[config.mk]
export PLATFORM = sky130hd
export DESIGN_NAME = heartbeat_timeout_monitor_top
export DESIGN_NICKNAME = d
export VERILOG_FILES = /design/src/hdl/hbtm_pkg.sv /design/src/hdl/heartbeat_timeout_monitor_top.sv
export SDC_FILE = /design/constraint.sdc
export NUM_CORES = 1
export LEC_CHECK = 0
export BUFFER_PORTS_ARGS = -buffer_cell sky130_fd_sc_hd__buf_2
export CELL_PAD_IN_SITES_DETAIL_PLACEMENT = 0
export CELL_PAD_IN_SITES_GLOBAL_PLACEMENT = 1
export CORE_MARGIN = 4
export CORE_UTILIZATION = 40
export DETAILED_ROUTE_END_ITERATION = 16
export PLACE_DENSITY = 0.66
export SYNTH_ARGS = -nofsm -noshare
export SYNTH_HDL_FRONTEND = slang
export SYNTH_SLANG_ARGS = --single-unit
[constraint.sdc]
create_clock -name clk -period 3.9 [get_ports clk]
set_input_delay 0.39 -clock clk [delete_from_list [all_inputs] [get_ports clk]]
set_output_delay 0.39 -clock clk [all_outputs]
set_load 0.005 [all_outputs]
[src/hdl/hbtm_pkg.sv]
// Shared constants and codes for the heartbeat timeout monitor.
package hbtm_pkg;

  // Default channel count and the number of channels the tables describe.
  localparam int CHANNELS_DEF = 8;
  localparam int TABLE_SLOTS  = 8;

  // Field widths.
  localparam int ELAPSED_W  = 9;
  localparam int OP_W       = 2;
  localparam int CHAN_W     = 3;
  localparam int TIMEOUT_W  = 8;
  localparam int PRIO_W     = 4;
  localparam int COUNT_W    = 4;
  localparam int CFG_ADDR_W = 2;
  localparam int CFG_DATA_W = 64;
  localparam int IN_DATA_W  = 8;
  localparam int OUT_DATA_W = 16;

  localparam logic [ELAPSED_W-1:0] ELAPSED_MAX = '1;

  // Register reset values.
  localparam logic [TABLE_SLOTS-1:0]           ENABLE_RESET   = '0;
  localparam logic [TABLE_SLOTS*TIMEOUT_W-1:0] TIMEOUT_RESET  = 64'hC8C8_C8C8_C8C8_C8C8;
  localparam logic [TABLE_SLOTS*PRIO_W-1:0]    PRIORITY_RESET = '0;

  // Item operation codes.
  localparam logic [OP_W-1:0] OP_TICK      = 2'd0;
  localparam logic [OP_W-1:0] OP_HEARTBEAT = 2'd1;
  localparam logic [OP_W-1:0] OP_SCAN      = 2'd2;

  // Configuration register indexes.
  localparam logic [CFG_ADDR_W-1:0] REG_ENABLE   = 2'd0;
  localparam logic [CFG_ADDR_W-1:0] REG_TIMEOUT  = 2'd1;
  localparam logic [CFG_ADDR_W-1:0] REG_PRIORITY = 2'd2;

endpackage

[src/hdl/heartbeat_timeout_monitor_top.sv]
// Heartbeat timeout monitor: per-channel elapsed counters, a sequenced tick walk and scan.
//
//   Channel  Direction  Handshake           Payload
//   in_      slave      in_tvalid/tready    tuser: op; tdata: channel
//   out_     master     out_tvalid/tready   tdata: flags, count, top_valid, top_channel
//   cfg_     write      cfg_we              cfg_addr selects register, cfg_wdata value
//
// A tick word walks the elapsed counters: one shared saturating incrementer visits one
// elapsed counter per cycle. A heartbeat word is handled in the idle state. A scan word
// walks min(CHANNELS, 8) channels: one shared compare and priority stage visits one
// channel per cycle, then the result is loaded into the output register once it is free.
// The input is ready only in the idle state. rst_n is synchronous and active low; it
// clears the counters and the output valid and resets the configuration registers. A
// stalled output holds its word; ticks and heartbeats go on and a new scan result waits.
module heartbeat_timeout_monitor_top #(
  parameter int CHANNELS = hbtm_pkg::CHANNELS_DEF
) (
  input  logic                              clk,
  input  logic                              rst_n,
  // Input words.
  input  logic                              in_tvalid,
  output logic                              in_tready,
  input  logic [hbtm_pkg::IN_DATA_W-1:0]    in_tdata,   // [2:0] channel, rest zero
  input  logic [hbtm_pkg::OP_W-1:0]         in_tuser,   // [1:0] op
  // Scan results.
  output logic                              out_tvalid,
  input  logic                              out_tready,
  // [7:0] error_flags, [11:8] error_count, [12] top_valid, [15:13] top_channel
  output logic [hbtm_pkg::OUT_DATA_W-1:0]   out_tdata,
  // Configuration writes.
  input  logic                              cfg_we,
  input  logic [hbtm_pkg::CFG_ADDR_W-1:0]   cfg_addr,
  input  logic [hbtm_pkg::CFG_DATA_W-1:0]   cfg_wdata
);

  localparam int SLOTS  = hbtm_pkg::TABLE_SLOTS;
  localparam int SCAN_N = (CHANNELS < SLOTS) ? CHANNELS : SLOTS;
  localparam int CH_W   = (CHANNELS > 1) ? $clog2(CHANNELS) : 1;
  localparam int CNT_W  = $clog2(CHANNELS + 1);
  localparam int EW     = hbtm_pkg::ELAPSED_W;
  localparam int TW     = hbtm_pkg::TIMEOUT_W;
  localparam int PW     = hbtm_pkg::PRIO_W;
  localparam int NW     = hbtm_pkg::COUNT_W;
  localparam int SW     = hbtm_pkg::CHAN_W;

  // Sequencer states.
  localparam logic [1:0] ST_IDLE = 2'd0;
  localparam logic [1:0] ST_TICK = 2'd1;
  localparam logic [1:0] ST_SCAN = 2'd2;
  localparam logic [1:0] ST_DONE = 2'd3;

  logic [1:0]            state_r, state_nxt;
  logic [CNT_W-1:0]      cnt_r, cnt_nxt;
  logic [EW-1:0]         elapsed_r [CHANNELS];

  logic [SLOTS-1:0]      enable_r;
  logic [SLOTS*TW-1:0]   timeout_r;
  logic [SLOTS*PW-1:0]   priority_r;

  // Scan accumulators.
  logic [SLOTS-1:0]      flags_r, flags_nxt;
  logic [NW-1:0]         count_r, count_nxt;
  logic [PW-1:0]         best_r, best_nxt;
  logic [SW-1:0]         top_r, top_nxt;
  logic                  valid_r, valid_nxt;

  // Output register.
  logic                  out_valid_r, out_valid_nxt;
  logic [hbtm_pkg::OUT_DATA_W-1:0] out_data_r, out_data_nxt;

  logic                  in_fire;
  logic [SW-1:0]         in_chan;
  logic [CH_W-1:0]       hb_idx;
  logic                  hb_ok;
  logic [CH_W-1:0]       idx;
  logic [3:0]            cnt_ext;
  logic [SW-1:0]         slot;
  logic [EW-1:0]         cur_elapsed;
  logic [TW-1:0]         cur_timeout;
  logic [PW-1:0]         cur_prio;
  logic                  hit;
  logic                  tick_last;
  logic                  scan_last;
  logic                  elapsed_we;
  logic [CH_W-1:0]       elapsed_waddr;
  logic [EW-1:0]         elapsed_wdata;

  assign in_tready  = (state_r == ST_IDLE);
  assign in_fire    = in_tvalid && in_tready;
  assign in_chan    = in_tdata[SW-1:0];
  assign hb_idx     = CH_W'(in_chan);
  // A heartbeat counts only for an existing, enabled channel.
  assign hb_ok      = (32'(in_chan) < CHANNELS) && enable_r[in_chan];

  // The walk counter picks the elapsed entry and, during a scan, the table slot.
  assign idx         = cnt_r[CH_W-1:0];
  assign cnt_ext     = 4'(cnt_r);
  assign slot        = cnt_ext[SW-1:0];
  assign cur_elapsed = elapsed_r[idx];
  assign cur_timeout = timeout_r[TW*slot +: TW];
  assign cur_prio    = priority_r[PW*slot +: PW];
  assign hit         = enable_r[slot] && (cur_elapsed > EW'(cur_timeout));
  assign tick_last   = (cnt_r == CNT_W'(CHANNELS - 1));
  assign scan_last   = (cnt_r == CNT_W'(SCAN_N - 1));

  assign out_tvalid = out_valid_r;
  assign out_tdata  = out_data_r;

  always_comb begin
    state_nxt     = state_r;
    cnt_nxt       = cnt_r;
    flags_nxt     = flags_r;
    count_nxt     = count_r;
    best_nxt      = best_r;
    top_nxt       = top_r;
    valid_nxt     = valid_r;
    out_valid_nxt = out_valid_r && !out_tready;
    out_data_nxt  = out_data_r;
    elapsed_we    = 1'b0;
    elapsed_waddr = idx;
    elapsed_wdata = cur_elapsed;

    unique case (state_r)
      ST_IDLE: begin
        if (in_fire) begin
          cnt_nxt = '0;
          if (in_tuser == hbtm_pkg::OP_TICK) begin
            state_nxt = ST_TICK;
          end else if (in_tuser == hbtm_pkg::OP_HEARTBEAT) begin
            elapsed_we    = hb_ok;
            elapsed_waddr = hb_idx;
            elapsed_wdata = '0;
          end else if (in_tuser == hbtm_pkg::OP_SCAN) begin
            flags_nxt = '0;
            count_nxt = '0;
            best_nxt  = '0;
            top_nxt   = '0;
            valid_nxt = 1'b0;
            state_nxt = ST_SCAN;
          end
        end
      end
      ST_TICK: begin
        // Saturating increment of one counter per cycle.
        elapsed_we = (cur_elapsed != hbtm_pkg::ELAPSED_MAX);
        elapsed_wdata = cur_elapsed + EW'(1);
        cnt_nxt = cnt_r + CNT_W'(1);
        if (tick_last) begin
          state_nxt = ST_IDLE;
        end
      end
      ST_SCAN: begin
        if (hit) begin
          flags_nxt[slot] = 1'b1;
          count_nxt = count_r + NW'(1);
          // Strictly greater keeps the lowest index on a tie; zero never selects.
          if (cur_prio > best_r) begin
            best_nxt  = cur_prio;
            top_nxt   = slot;
            valid_nxt = 1'b1;
          end
        end
        cnt_nxt = cnt_r + CNT_W'(1);
        if (scan_last) begin
          state_nxt = ST_DONE;
        end
      end
      ST_DONE: begin
        if (!out_valid_r || out_tready) begin
          out_valid_nxt = 1'b1;
          out_data_nxt  = {top_r, valid_r, count_r, flags_r};
          state_nxt     = ST_IDLE;
        end
      end
      default: begin
        state_nxt = ST_IDLE;
      end
    endcase
  end

  always_ff @(posedge clk) begin
    if (!rst_n) begin
      state_r     <= ST_IDLE;
      cnt_r       <= '0;
      out_valid_r <= 1'b0;
      enable_r    <= hbtm_pkg::ENABLE_RESET;
      timeout_r   <= hbtm_pkg::TIMEOUT_RESET;
      priority_r  <= hbtm_pkg::PRIORITY_RESET;
      for (int i = 0; i < CHANNELS; i++) begin
        elapsed_r[i] <= '0;
      end
    end else begin
      state_r     <= state_nxt;
      cnt_r       <= cnt_nxt;
      out_valid_r <= out_valid_nxt;
      if (elapsed_we) begin
        elapsed_r[elapsed_waddr] <= elapsed_wdata;
      end
      if (cfg_we) begin
        unique case (cfg_addr)
          hbtm_pkg::REG_ENABLE:   enable_r   <= cfg_wdata[SLOTS-1:0];
          hbtm_pkg::REG_TIMEOUT:  timeout_r  <= cfg_wdata[SLOTS*TW-1:0];
          hbtm_pkg::REG_PRIORITY: priority_r <= cfg_wdata[SLOTS*PW-1:0];
          default: begin
          end
        endcase
      end
    end
  end

  // Payload registers need no reset.
  always_ff @(posedge clk) begin
    flags_r    <= flags_nxt;
    count_r    <= count_nxt;
    best_r     <= best_nxt;
    top_r      <= top_nxt;
    valid_r    <= valid_nxt;
    out_data_r <= out_data_nxt;
  end

endmodule
======== Word level (Yosys, flattened, before mapping) ========
Memories as Yosys holds them, arrays and structs flattened. A register that Yosys moved wholly into a read port is not among the register bits.
Cells that the tools add are included.
W data, S select, Z words.
operators by class
  multiplexer cells ....................... 68
  shift operators ......................... 2
  $add $sub $neg .......................... 3
  reduce and logical (&&, ||, !) cells .... 22
  bitwise operators ....................... 1
  $mul .................................... 0
  order comparisons ....................... 5
  divide/modulo/power cells ............... 0
  eq/ne operators ......................... 20
operators with widths
  cell                   number
  $shiftx A64 B7 Y8      1
  $mux W8                5
  $mux W3                13
  $mux W9                4
  $mux W4                8
  $shiftx A32 B6 Y4      1
  $pmux W4 S2            3
  $mux W1                19
  $pmux W9 S2            1
  $pmux W8 S2            1
  $mux W2                7
  $ne A2 B2 Y1 const B   7
  $reduce_and A6 Y1      2
  $reduce_and A2 Y1      5
  $add A9 B1 Y9 const B  1
  $gt A9 B8 Y1           1
  $ne A9 B9 Y1 const B   1
  $reduce_or A9 Y1       1
  $add A4 B1 Y4 const B  2
  $eq A2 B2 Y1 const B   4
  $lt A3 B4 Y1 const B   2
  $or A8 B8 Y8           1
  $pmux W2 S4            1
  $reduce_and A7 Y1      1
  17 further kinds       29
storage, ports and cells
  ROM bits ................................ 0
  memories ................................ 1
  output and inout bits ................... 18
  word-level logic and storage cells ...... 134
  register bits ........................... 147
  latch bits .............................. 0
  RAM bits ................................ 72
memory list
  name       depth  bits a word  read ports  clocked after Yosys merged registers in  wr ports  RTL line                             text
  elapsed_r  8      9            1           1                                        8         heartbeat_timeout_monitor_top.sv:54  logic [EW-1:0] elapsed_r [CHANNELS];

======== Depth between registers and ports, before layout ========
  depth after elaboration ................. 11
  mapped depth ............................ 14
  mapped depth without buffers ............ 12

======== Worst setup path after synthesis ========
Ideal clock, no wire load.
  path type ............................... flip-flop to flip-flop
  from .................................... reg with a tool-made name
  to ...................................... mem elapsed_r[3][0] in the netlist's numbering, enable pin
  data arrival time ....................... 2973 ps
  clock period less this slack ............ 3307 ps
  buffers on the path ..................... 3
  library setup time ...................... 334 ps
  cell stages (with the launch flop) ...... 14
  data required time ...................... 3566 ps
  setup slack ............................. 593 ps
  path through ............................ dfxtp_1 -> buf_6 -> buf_12 -> mux4_2 -> mux2_2 -> ha_1 -> nand4_1 -> nor2_1 -> ha_1 -> a2bb2oi_1 -> nor3b_2 -> nand2b_1 -> clkbuf_1 -> nand2_1
RTL lines
  what           RTL line
  end, declared  heartbeat_timeout_monitor_top.sv:54

==> impl_metrics.yaml <==
clocking:
  insertion_delay_ps: 520
  cts.reportedPaths.clkPinSlew_ps: 60
  htreeDepth: 1
  ctsHoldBuffers: 0
  cts_root_buffer: "clkbuf_16"
  post_cts_buffers: 0
  clockBufferDepth: 3
  cts_tree: "done"
  cts_made_buffers: 25
  clock_sinks: 222
yosys:
  synth_cells: 991
  synth.avg_cell_area_um2: 10.6
  async_reset_ff_share_pct: 0
  yosys.cell_types.count: 67
  syn_nets: 1092
  yosys_most_used_dff: "dfxtp_1"
  netlist_area_um2: 10500
  yosysWarnings: 0
  ys_seq_area_share_pct: 52.5
  synth-seq-cells: 222
  synth-edff-count: 108
global_route:
  grt_max_degree: 109
  antenna_found_initial: 0
  grt_use_total_pct: 19.2
  grt_pass1_wl_um: 43600
  grt-ovfl-total: 0
  grt_pass1_vias: 7513
floorplan:
  core_region_area_um2: 26000
  die_h_um: 170
  die_w_um: 170
  ios: 99
  die_area_um2: 29000
  start_util_pct: 40.5
  row_count: 59
outcome:
  status: "finished clean"
finish:
  final_common_cell: "nand2_1"
  n_antenna_cell: 0
  areaGrowthSynthToFinish_pct: 16.9
  fin_area_um2: 12300
  drive_above_1_share_pct: 20.9
  fin_util_pct: 47.3
  nNetsFinal: 1199
  layout_common_cells: "227 x nand2_1, 112 x dfxtp_1, 108 x edfxtp_1, 92 x buf_2, 80 x nor2_1"
pwr:
  vdd_drop_max_mv: 0.315
  finalPower_w: 0.00662
  power.leakage_nw: 4.60
  cellPowerDensity_nw_per_um2: 539
timing:
  fin_worst_skew_ps: 7.70
  hold_viol: 0
  fmax_mhz: 286
  slew_violations: 0
  setup_tns_ps: 0
  slew_headroom_pct: 21.5
  min_period_over_period_pct: 89.8
  tightestPinTransition_ps: 1180
  grt_setup_unrepaired: "false"
  setup_viol: 0
  period_minus_slack_ps: 3500
route:
  routed_wl_um: 27900
  drc: 0
  wl_per_cell_um: 19.2
  dr.pass1.iters: 5
  vias: 7528
  routed_via_density: 5.18
  first_iter_violations: 509
  ant_nets: 0
placement:
  dpl-instance-area_um2: 11500
  gp_congestion: 0.811
  post-dp-hpwl_um: 19600
  io_buffers: 93
setup_path:
  rr_endpoint: "elapsed_r[1][2]"
  setup.worst_path.end: "elapsed_r[1][2]"
  crit_required_ps: 4060
  rr_worst_depth: 11
  critical_path_class: "reg2reg"
  r2r_slack_ps: 400
  crit_path_max_fanout: 11
  worstPathArrival_ps: 3660
  cp-start-kind: "register"
  end_kind: "register"
job:
  drv_cap: 0
worst_hold_path:
  hold_class: "in2reg"
## where the power goes
part	leakage (nW)	internal [W]	switching [W]	total (W)
Sequential	2.01	0.00265	0.000108	0.00275
Combinational	2.22	0.000686	0.000952	0.00164
Clock	0.377	0.00129	0.000936	0.00223
## registers in the layout, indices dropped and copies added (netlist names), named ones only
register and count:
flags_r 8, out_tvalid 1, state_r 2, elapsed_r 72, timeout_r 64, enable_r 8
out_tdata 16, top_r 3, priority_r 32, count_r 4, best_r 4, valid_r 1
cnt_ext 4
## area by class of cell
cell class / count / area (um2)
clock inverter: 11 / 86.3
multi-input combinational: 688 / 4650
clock buffer: 35 / 687
fill: 2500 / 13700
inverter: 17 / 63.8
sequential: 222 / 5530
timing repair buffer: 144 / 863
tap: 335 / 419
## through the flow
stage / hold slack (ps) / worst slack (ps) / cells
after floorplan: 400 / 593 / 991
after global placement: 410 / 131 / 1406
after detailed placement: 411 / 84.9 / 1406
after CTS: 56.6 / 59.1 / 1452
after global routing: 63.2 / 93.3 / 1452
final: 77.9 / 398 / 1452
## routing by layer
| metal | share of wire [%] | up-vias | track usage (%) |
|---|---|---|---|
| met4 | 0.99 | 0 | 3.16 |
| met5 | 0 | - | 0 |
| met1 | 46 | 3654 | 26.7 |
| met3 | 3.8 | 18 | 2.56 |
| li1 | - | 3723 | - |
| met2 | 49 | 133 | 32.7 |
## worst max-delay path: stages, from the launching register on
cell,delay (ps)
dfxtp_2,550
mux4_1,710
mux2i_1,260
inv_1,70
ha_1,200
nand4_1,80
nor2_1,50
ha_1,190
a2bb2oi_1,170
nor3b_2,350
nand2_1,120
nand2_1,390
## cells in the mapped netlist (3+ instances only)
cell,count,area share [%]
o21a_1,8,0.57
nor2_1,80,2.9
mux2i_4,3,0.64
ha_1,20,2.4
mux2_2,12,1.3
buf_2,7,0.33
buf_6,3,0.32
edfxtp_1,108,31
nand3b_1,3,0.21
xnor2_1,4,0.33
and2_1,14,0.83
nor3b_1,3,0.21
inv_1,17,0.61
a22oi_1,13,0.93
buf_1,7,0.25
a21boi_0,74,5.3
nor3_1,5,0.24
mux2i_1,26,2.5
nand3_1,31,1.5
o22ai_1,8,0.48
a31oi_1,3,0.18
nor2b_1,30,1.8
nand2b_1,10,0.59
nand2_1,227,8.1
o211ai_1,3,0.21
a22oi_2,3,0.36
mux4_2,18,3.9
a21oi_1,18,0.86
o21ai_0,9,0.43
a221oi_1,9,0.75
dfxtp_1,114,22
clkbuf_1,45,1.6
and3_1,3,0.18
mux4_1,11,2.7
## worst min path at each step
stage                       start             to  slack, ps  cells after the start
detailed placement        valid_r  out_tdata[12]        410                      0
finish              cfg_wdata[51]  timeout_r[51]         80                      3
CTS                 cfg_wdata[55]  timeout_r[55]         60                      3
floorplan                 valid_r  out_tdata[12]        400                      0
global placement         top_r[2]  out_tdata[15]        410                      0
global route        cfg_wdata[51]  timeout_r[51]         60                      3
## kinds of logic after synthesis
logic type | synth area share [%]
AO/OA/AOI/OAI | 12.3
multiplexers | 11.0
flip-flops | 52.5
AND/OR/NAND/NOR | 17.9
XOR/XNOR | 0.500
buffers and inverters | 3.38
adder cells (fa/ha/maj) | 2.38
## repair_timing
item                                    CTS  global route
gates resized for setup                   0             1
endpoints found under the setup margin    0            56
endpoints found under the hold margin     0             0
(Power assumes the default switching activity.)
